===== src/design/bedo_pkg.sv =====
// Package for the block energy onset detector: sizes, codes and word types.
package bedo_pkg;

  localparam int BLOCK_SIZE   = 256;
  localparam int POS_BITS     = 24;
  localparam int OUT_POS_BITS = 24;
  localparam int OFF_BITS     = (BLOCK_SIZE > 2) ? $clog2(BLOCK_SIZE) : 1;
  localparam int ENERGY_BITS  = 40;
  localparam int PREV10_BITS  = ENERGY_BITS + 4;
  localparam int SAMPLE_BITS  = 16;
  localparam int SQ_BITS      = 2 * SAMPLE_BITS - 1;

  localparam logic [ENERGY_BITS-1:0] THRESHOLD_RESET = 40'd2748779069;

  localparam logic KIND_START = 1'b0;
  localparam logic KIND_ONSET = 1'b1;

  typedef struct packed {
    logic signed [SAMPLE_BITS-1:0] sample;
    logic                          last;
  } in_word_t;

  typedef struct packed {
    logic [OUT_POS_BITS-1:0] marker_position;
    logic                    kind;
  } out_word_t;

  // Registered sample handed to the accumulator.
  typedef struct packed {
    logic               adv;
    logic [SQ_BITS-1:0] sq;
    logic               zero;
    logic               last;
  } step_t;

  typedef struct packed {
    logic      emit;
    out_word_t word;
  } res_t;

endpackage


===== src/design/bedo_accum.sv =====
// Block energy accumulator, zero tracker and onset decision.
module bedo_accum
  import bedo_pkg::*;
(
  input  logic                   clk,
  input  logic                   rst_n,
  input  step_t                  step,
  input  logic [ENERGY_BITS-1:0] thr,
  output res_t                   res
);

  logic [POS_BITS-1:0]    base_r, base_nxt;
  logic [OFF_BITS-1:0]    offset_r, offset_nxt;
  logic [OFF_BITS-1:0]    zoff_r, zoff_nxt;
  logic                   found_r, found_nxt;
  logic                   started_r, started_nxt;
  logic [ENERGY_BITS-1:0] energy_r, energy_nxt;
  logic [ENERGY_BITS-1:0] prev_r, prev_nxt;
  logic [PREV10_BITS-1:0] prev10_r, prev10_nxt;

  logic [OFF_BITS-1:0]    zoff_sel;
  logic                   found_sel;
  logic [ENERGY_BITS:0]   sum_ext;
  logic [ENERGY_BITS-1:0] energy_sat;
  logic                   blk_end;
  logic                   onset;
  logic [POS_BITS-1:0]    pos;

  always_comb begin
    zoff_sel   = (step.zero && !found_r) ? offset_r : zoff_r;
    found_sel  = found_r | step.zero;
    sum_ext    = {1'b0, energy_r} + (ENERGY_BITS+1)'(step.sq);
    energy_sat = sum_ext[ENERGY_BITS] ? '1 : sum_ext[ENERGY_BITS-1:0];
    blk_end    = (offset_r == OFF_BITS'(BLOCK_SIZE - 1));
    onset      = blk_end && !step.last && started_r && (energy_sat > thr) &&
                 ({4'b0000, energy_sat} > prev10_r);
    pos        = base_r + POS_BITS'(zoff_sel);

    res.emit = !started_r || onset;
    res.word.kind            = started_r ? KIND_ONSET : KIND_START;
    res.word.marker_position = started_r ? OUT_POS_BITS'(pos) : '0;
  end

  always_comb begin
    base_nxt    = base_r;
    offset_nxt  = offset_r;
    zoff_nxt    = zoff_r;
    found_nxt   = found_r;
    started_nxt = started_r;
    energy_nxt  = energy_r;
    prev_nxt    = prev_r;
    if (step.adv) begin
      if (step.last) begin
        base_nxt    = '0;
        offset_nxt  = '0;
        zoff_nxt    = '0;
        found_nxt   = 1'b0;
        started_nxt = 1'b0;
        energy_nxt  = '0;
        prev_nxt    = '0;
      end else if (blk_end) begin
        started_nxt = 1'b1;
        prev_nxt    = energy_sat;
        energy_nxt  = '0;
        zoff_nxt    = '0;
        found_nxt   = 1'b0;
        offset_nxt  = '0;
        base_nxt    = base_r + POS_BITS'(BLOCK_SIZE);
      end else begin
        started_nxt = 1'b1;
        energy_nxt  = energy_sat;
        zoff_nxt    = zoff_sel;
        found_nxt   = found_sel;
        offset_nxt  = offset_r + 1'b1;
      end
    end
    // 10x previous energy is registered from prev_r; the next block end never
    // comes before prev10_r has followed a change of prev_r.
    prev10_nxt = ({4'b0000, prev_r} << 3) + ({4'b0000, prev_r} << 1);
  end

  always_ff @(posedge clk) begin
    if (!rst_n) begin
      base_r    <= '0;
      offset_r  <= '0;
      zoff_r    <= '0;
      found_r   <= 1'b0;
      started_r <= 1'b0;
      energy_r  <= '0;
      prev_r    <= '0;
      prev10_r  <= '0;
    end else begin
      base_r    <= base_nxt;
      offset_r  <= offset_nxt;
      zoff_r    <= zoff_nxt;
      found_r   <= found_nxt;
      started_r <= started_nxt;
      energy_r  <= energy_nxt;
      prev_r    <= prev_nxt;
      prev10_r  <= prev10_nxt;
    end
  end

endmodule


===== src/design/block_energy_onset_detector.sv =====
// Block energy onset detector: top level with input stage and output register.
//
// Input words (in_valid/in_stall) carry one signed 16-bit sample and a flag
// for the last sample of a buffer. Samples are grouped into fixed blocks; the
// sum of squares of each block is compared against cfg threshold and ten
// times the previous block's energy. An onset gives a marker at block start
// plus the offset of the first zero sample of the block. The first sample of
// each buffer gives a start marker at position 0. Zero or one result word per
// input word leaves on out_valid/out_stall.
// Throughput: one word per cycle while the output is not stalled. A result
// word passes the input stage (square registered with the input), then
// accumulate and decide into the output register.
// Reset clears all block state and the output valid flag and loads the
// threshold with its default. The last flag clears block state after that
// sample is handled; the threshold is kept.
// When the receiver stalls, the pending result holds and at most one more
// input word is taken into the input stage; further input is stalled until
// the result leaves. cfg_we writes the threshold; write it only while idle.
module block_energy_onset_detector
  import bedo_pkg::*;
(
  input  logic                   clk,
  input  logic                   rst_n,
  input  logic                   in_valid,
  output logic                   in_stall,
  input  in_word_t               in_word,
  output logic                   out_valid,
  input  logic                   out_stall,
  output out_word_t              out_word,
  input  logic                   cfg_we,
  input  logic [ENERGY_BITS-1:0] cfg_wdata
);

  logic                   s1_v_r, s1_v_nxt;
  logic [SQ_BITS-1:0]     sq_r;
  logic                   zero_r;
  logic                   last_r;
  logic                   out_v_r, out_v_nxt;
  out_word_t              out_word_r;
  logic [ENERGY_BITS-1:0] thr_r;
  logic signed [2*SAMPLE_BITS-1:0] sq_full;
  logic                   in_acc;
  logic                   adv;
  step_t                  step;
  res_t                   res;

  assign adv      = s1_v_r && (!out_v_r || !out_stall);
  assign in_stall = s1_v_r && !adv;
  assign in_acc   = in_valid && !in_stall;
  assign sq_full  = in_word.sample * in_word.sample;

  // the accumulator sees the registered word
  assign step.adv  = adv;
  assign step.sq   = sq_r;
  assign step.zero = zero_r;
  assign step.last = last_r;

  bedo_accum u_accum (
    .clk   (clk),
    .rst_n (rst_n),
    .step  (step),
    .thr   (thr_r),
    .res   (res)
  );

  always_comb begin
    s1_v_nxt = s1_v_r;
    if (in_acc) begin
      s1_v_nxt = 1'b1;
    end else if (adv) begin
      s1_v_nxt = 1'b0;
    end
    out_v_nxt = out_v_r;
    if (adv && res.emit) begin
      out_v_nxt = 1'b1;
    end else if (!out_stall) begin
      out_v_nxt = 1'b0;
    end
  end

  always_ff @(posedge clk) begin
    if (!rst_n) begin
      s1_v_r  <= 1'b0;
      out_v_r <= 1'b0;
      thr_r   <= THRESHOLD_RESET;
    end else begin
      s1_v_r  <= s1_v_nxt;
      out_v_r <= out_v_nxt;
      if (cfg_we) begin
        thr_r <= cfg_wdata;
      end
    end
  end

  always_ff @(posedge clk) begin
    if (in_acc) begin
      sq_r   <= sq_full[SQ_BITS-1:0];
      zero_r <= (in_word.sample == '0);
      last_r <= in_word.last;
    end
    if (adv && res.emit) begin
      out_word_r <= res.word;
    end
  end

  assign out_valid = out_v_r;
  assign out_word  = out_word_r;

endmodule


===== config.mk =====
export PLATFORM = sky130hd
export DESIGN_NAME = block_energy_onset_detector
export DESIGN_NICKNAME = d
export VERILOG_FILES = /design/src/design/bedo_pkg.sv /design/src/design/bedo_accum.sv /design/src/design/block_energy_onset_detector.sv
export SDC_FILE = /design/constraint.sdc
export NUM_CORES = 1
export LEC_CHECK = 0
export BUFFER_PORTS_ARGS = -buffer_cell sky130_fd_sc_hd__buf_2
export CORE_ASPECT_RATIO = 1.5
export CORE_UTILIZATION = 35
export DETAILED_ROUTE_END_ITERATION = 12
export GPL_TIMING_DRIVEN = 0
export REMOVE_ABC_BUFFERS = 1
export SLEW_MARGIN = 15
export SYNTH_ARGS = -nofsm -noshare
export SYNTH_HDL_FRONTEND = slang
export SYNTH_SLANG_ARGS = --single-unit

===== constraint.sdc =====
create_clock -name clk -period 20.5 [get_ports clk]
set_input_delay 4.1 -clock clk [delete_from_list [all_inputs] [get_ports clk]]
set_output_delay 4.1 -clock clk [all_outputs]
set_load 0.01 [all_outputs]

; Word level (Yosys, flattened, before mapping)
; Cells that the tools add are included.
[totals]
reg_bits = 266
inputBits = 62
out_inout_bits = 27
elab_cells = 69
[classes]
addsub = 5
multipliers = 1
order_cmp = 2
eq_ne = 2
muxes = 20
bitwise_logic = 1
n_reduce_logical = 22
[ops]
columns = cell, n
row1 = 40-bit 2-to-1 mux, 5
row2 = 24-bit 2-to-1 mux, 2
row3 = 43-bit by 41-bit adder with 44-bit output, 1
row4 = 40-bit by 44-bit greater-than comparator with 1-bit output, 1
row5 = 40-bit by 31-bit adder with 41-bit output, 1
row6 = 40-bit greater-than comparator, 1
row7 = 8-bit 2-to-1 mux, 5
row8 = 16-bit by 16-bit multiplier with 31-bit output, 1
row9 = 24-bit by 8-bit adder with 24-bit output, 1
row10 = "24-bit by 9-bit adder with 24-bit output, second input constant", 1
row11 = 16-bit zero test, 1
row12 = 1-bit logical AND, 9
row13 = "8-bit by 1-bit adder with 8-bit output, second input constant", 1
row14 = "8-bit == test, second input constant", 1
row15 = 1-bit 2-to-1 mux, 8
row16 = 1-bit zero test, 7
row17 = 2-bit nonzero test, 2
row18 = 1-bit logical OR, 2
row19 = "2-bit by 1-bit inequality test with 1-bit output, second input constant", 1
row20 = 2-bit AND reduction, 1
row21 = 1-bit OR, 1

; Longest topological paths before layout
[depth]
word_depth = 8
mapped_depth = 24
mapped_depth_nobuf = 23

; By module
; From an unflattened synthesis, not the netlist that was laid out.
[hier_totals]
cells_unflattened = 2727
area_unflattened_um2 = 24232.0
[by_module_without_submodules]
columns = module, n_inst, cells_each, area_per_inst_um2
row1 = block_energy_onset_detector, 1, 1218, 12324.3
row2 = bedo_accum, 1, 1509, 11907.7

; Worst setup path before layout
; Ideal clock, no wire load.
[synth_timing]
path_kind = input -> register
start = input in_word[2] in the netlist's numbering
end = register sq_r[30] (data pin)
setup_time_ns = 0.269
arrival_ns = 9.831
t_required_ns = 20.231
setup_slack_ns = 10.399
cell_stages = 21
n_path_buf = 3
path_cell_list = clkbuf_1 clkbuf_1 nand2_1 inv_1 fa_1 fa_1 inv_1 fa_1 inv_1 fa_1 fa_1 inv_1 fa_1 inv_1 ha_1 clkbuf_1 nand4_1 o31a_1 a21oi_1 or4_1 nand3_1
[synth_via]
elab_chain_len = 1
[synth_lines]
columns = element, line
row1 = "start, declared", block_energy_onset_detector.sv:26  ; input in_word_t in_word,
row2 = 16-bit by 16-bit multiplier with 31-bit output, block_energy_onset_detector.sv:50  ; assign sq_full = in_word.sample * in_word.sample;
row3 = named net sq_full[30], block_energy_onset_detector.sv:41  ; logic signed [2*SAMPLE_BITS-1:0] sq_full;
row4 = "end signal, assigned", block_energy_onset_detector.sv:97  ; sq_r <= sq_full[SQ_BITS-1:0];
row5 = "end, declared", block_energy_onset_detector.sv:35  ; logic [SQ_BITS-1:0] sq_r;
; The timed path passes the listed nets, and every way through them passes these cells.
; A chain may end at the register's enable or synchronous reset.

; Worst setup path after layout
[layout_timing]
start = input in_word[16] in the netlist's numbering
end = register sq_r[30] (data pin)
; Same word-level chain as after synthesis.

==> run summary <==
The run finished with clean final reports. The count of nets left with antenna violations once routing finished came out at 0. The total of buffers placed on input and output ports is 88, and the number of warnings issued by yosys is 0. In this run the most used layer during global routing was met2.

The total power divided by cell area came out at 164 nW/um2. Post-synthesis area per instance: 8.95 um2. The post-synthesis cell type with the largest combined area was sky130_fd_sc_hd__fa_1. In this run, synthesis inferred 57 flip-flops with an integrated enable. For this run, the leading register cell type out of synthesis is sky130_fd_sc_hd__dfxtp_1. The clock passes through at most 3 buffers. Cell at the root of the clock tree: sky130_fd_sc_hd__clkbuf_16. The placement-stage worst setup slack came out at 9680 ps. The switching part of the total works out to 46.6%. The die covers 69000 um2. The initial utilization of the core area, before any placement, comes to 35.5%.

Share of the synthesized area in the top cell type: 19.7%. The run gives 1 as the count of H-tree levels built during CTS. 89 I/O pins were placed.

The final layout net count is 3222, and the post-route worst setup slack is 10250 ps. The met2 usage was 34.7%. Kind of critical path: input port to flip-flop.

The tree built by TritonCTS fans out to 256 sinks. Across the VDD grid, the largest voltage drop is 0.171 mV. The congestion estimate from routability-driven global placement came to 0.898. For this run, global-route usage on met1 was measured as 19.6%. Dividing the final minimum period by the clock period gives 50.0%. The number of rows in the core area was 116; the sequential share of power was 16.9%. The half-perimeter wire length of the detailed placement result came out at 48.1 mm. Timing would allow up to 97.6 MHz.

Counting the buffers created by CTS gives 24. The total power after layout was 4.26 mW; the height of the chip was 321 um. Measured on the finished design, the core utilization comes to 38.8%.

In the post-synthesis netlist, the biggest area contributors are sky130_fd_sc_hd__fa_1, sky130_fd_sc_hd__dfxtp_1, sky130_fd_sc_hd__ha_1. The region available for standard cell placement spans 66900 um2. The first TritonRoute pass finished after 8 iterations. The logs give 0 for the number of resized instances in the post-cts repair step and 1.99 mW for the switching power total. For this run, asynchronously set or reset flops after synthesis account for 0%. In this run the tightest slew margin relative to its limit is 24.5%.

The total track usage was 17.8%; the data arrival time of the critical path was 10530 ps. After technology mapping, the gate count stands at 2656. The synthesized design contains 256 register bits. Across all hold checks on the routed design, the worst slack comes to 466 ps. The largest fanout on the critical path came out at 18. The sum of overflow across all layers after global routing came out at 0.

Die width: 215 um. The clock network burns 11.3% of the power. Subtracting the final worst setup slack from the clock period gives 10250 ps.

The number of antenna diodes in the final layout is 0. The number of DRC markers after the initial detailed-route iteration was 765; the static leakage power was 12.0 nW. The final-report max-slew violation count came out at 0. The first-pass GRT wire length was 98.6 mm; the number of vias in the routed layout was 18200.

The clock-pin slew on the worst setup and hold paths was 70 ps. STA classifies the critical path startpoint as an input port. The number of hold buffers added after CTS was 0. The number of setup buffers added after CTS is 0. Sort of element at the end of the critical path: a flip-flop. The worst hold path belongs to the class flip-flop to flip-flop.

Summed over all layers, the routed wires come to 61.0 mm. Of the cells placed in the final design, the portion with a size suffix greater than 1 is 6.06%. The required time at the endpoint of the critical path came out at 20790 ps. The internal portion of the total power is 2.28 mW.

The netlist uses 85 different library cells. For the initial antenna violation count, the log shows 0. For the number of failing hold endpoints at the final stage, the log shows 0. The number of remaining DRC errors is 0. Setup violations remaining at the end of the flow were counted as 0.

Entering global routing, the biggest net connects 71 pins. Global routing consumed, on the met3 layer, 1.23% of the routing resources. Setup repair after global routing left no endpoint under its margin.

The tools report the netlist area before placement as 23800 um2. TritonCTS built the clock tree. Dividing the detail-routed via count by the number of cells gives 5.07.

The summed negative setup slack over all endpoints is 0 ps. Clock latency on the worst-skew pair, taken at its later pin, is 550 ps. Across the run, the number of max-cap violations was 0. The sequential cell area fraction in the yosys report came out at 24.0%.

From synthesis to final layout, the design area changed by 9.24%. In the final routed layout, each cell accounts on average for 17.0 um. The clock arrives with 23.9 ps of skew. The via count of the first global-routing pass is 19000, and the transition at the pin with the smallest max-transition slack is 1130 ps.

Combinational share of power: 71.9%.
## metrics by stage
stage / std cells / area [um2]
after floorplan: 2566 / 23400
after detailed placement: 3548 / 25100
final: 3592 / 26000
after CTS: 3592 / 26000
after global routing: 3592 / 26000
after global placement: 3539 / 24900
## worst max-delay path, cell delays in order
cell	delay, ps
sky130_fd_sc_hd__buf_2	220
sky130_fd_sc_hd__inv_1	470
sky130_fd_sc_hd__nor2_1	150
sky130_fd_sc_hd__fa_1	680
sky130_fd_sc_hd__fa_1	760
sky130_fd_sc_hd__inv_1	310
sky130_fd_sc_hd__fa_1	620
sky130_fd_sc_hd__fa_1	440
sky130_fd_sc_hd__fa_1	520
sky130_fd_sc_hd__fa_1	540
sky130_fd_sc_hd__inv_1	40
sky130_fd_sc_hd__ha_1	330
sky130_fd_sc_hd__nand2_1	80
sky130_fd_sc_hd__nor2b_1	210
sky130_fd_sc_hd__nand4_1	160
sky130_fd_sc_hd__o31a_1	340
sky130_fd_sc_hd__a21oi_1	320
sky130_fd_sc_hd__or4_1	160
sky130_fd_sc_hd__nand3_1	70
## cells in the final DEF (no fill, tap or decap), types with 49 or more instances in the layout
master and instances:
sky130_fd_sc_hd__ha_1 237, sky130_fd_sc_hd__nand2_1 234, sky130_fd_sc_hd__o21ai_0 118, sky130_fd_sc_hd__edfxtp_1 57
sky130_fd_sc_hd__nor2_1 189, sky130_fd_sc_hd__and2_1 70, sky130_fd_sc_hd__xnor2_1 62, sky130_fd_sc_hd__nand4_1 49
sky130_fd_sc_hd__inv_1 395, sky130_fd_sc_hd__dfxtp_1 199, sky130_fd_sc_hd__fa_1 234, sky130_fd_sc_hd__buf_2 89
sky130_fd_sc_hd__a21oi_1 139, sky130_fd_sc_hd__a21o_1 58
## synth_stat cells (all sizes together) (4+ instances only)
cell type,n
nand4,49
nor2,191
o2111ai,4
o21a,22
or3,18
a211o,4
a22o,40
a221oi,6
dfxtp,199
xor2,40
xnor2,62
a21oi,140
o311ai,4
a22oi,8
edfxtp,57
a21boi,15
o21ai,123
a31oi,17
a21o,58
buf,10
nand2b,20
o21bai,12
fa,234
clkbuf,80
a211oi,20
ha,237
or2,8
o22ai,5
and2,72
and3,29
nand3,37
o31a,4
inv,395
nand2,234
nor3,29
and4,11
a2111oi,5
nor4,12
nor2b,21
or4,4
o31ai,8
mux2i,43
o211ai,30
## power groups by stage
stage	Clock [mW]	Sequential (mW)	Combinational, mW
2_1_floorplan	0	0.724	2.40
3_3_place_gp	0	0.729	3.03
3_5_place_dp	0	0.729	3.08
4_1_cts	0.495	0.717	3.09
5_1_grt	0.510	0.722	3.49
6_report	0.480	0.718	3.06
## per-layer routing
layer	vias to the layer above	share of wire, %
li1	9041	-
met1	8762	40
met2	313	53
met3	92	3.0
met4	0	4.1
met5	-	0
## registers in the layout (all words and copies together) (netlist names)
| register | count |
|---|---|
| u_accum.zoff_r | 8 |
| out_word | 25 |
| out_valid | 1 |
| u_accum.found_r | 1 |
| u_accum.prev_r | 40 |
| sq_r | 30 |
| u_accum.started_r | 1 |
| u_accum.energy_r | 40 |
| u_accum.base_r | 16 |
| u_accum.prev10_r | 43 |
| u_accum.offset_r | 8 |
| last_r | 1 |
| s1_v_r | 1 |
| zero_r | 1 |
| thr_r | 40 |
## logic make-up (layout without fill, tap and decap cells)
| family | count (synthesis) | count (layout) | share of synthesized area [%] |
|---|---|---|---|
| mux | 45 | 45 | 1.92 |
| flops | 256 | 256 | 24.0 |
| other cells | 1 | 1 | 0.0158 |
| buf+inv | 486 | 537 | 7.77 |
| fa+ha+maj | 471 | 471 | 32.2 |
| simple gates | 746 | 746 | 15.1 |
| compound gates | 549 | 549 | 15.2 |
| xor+xnor | 102 | 102 | 3.76 |
## worst paths after layout
kind / startpoint / end / slack [ps] / cells after the start
hold / removal: u_accum.energy_r[4] / u_accum.energy_r[4] / 470 / 2
setup reg to reg: sq_r[7] / out_word[15] / 14020 / 18
hold reg to reg: u_accum.energy_r[4] / u_accum.energy_r[4] / 470 / 2
setup / recovery: in_word[16] / sq_r[30] / 10250 / 19
## layout make-up
cell class | count | area, um2
Inverter | 396 | 1490
Tap cell | 885 | 1110
Clock inverter | 16 | 195
Multi-Input combinational cell | 1914 | 16300
Fill cell | 6699 | 41000
Timing Repair Buffer | 97 | 568
Sequential cell | 256 | 5700
Clock buffer | 28 | 637
Note: power is estimated with default switching activity, not from simulation.
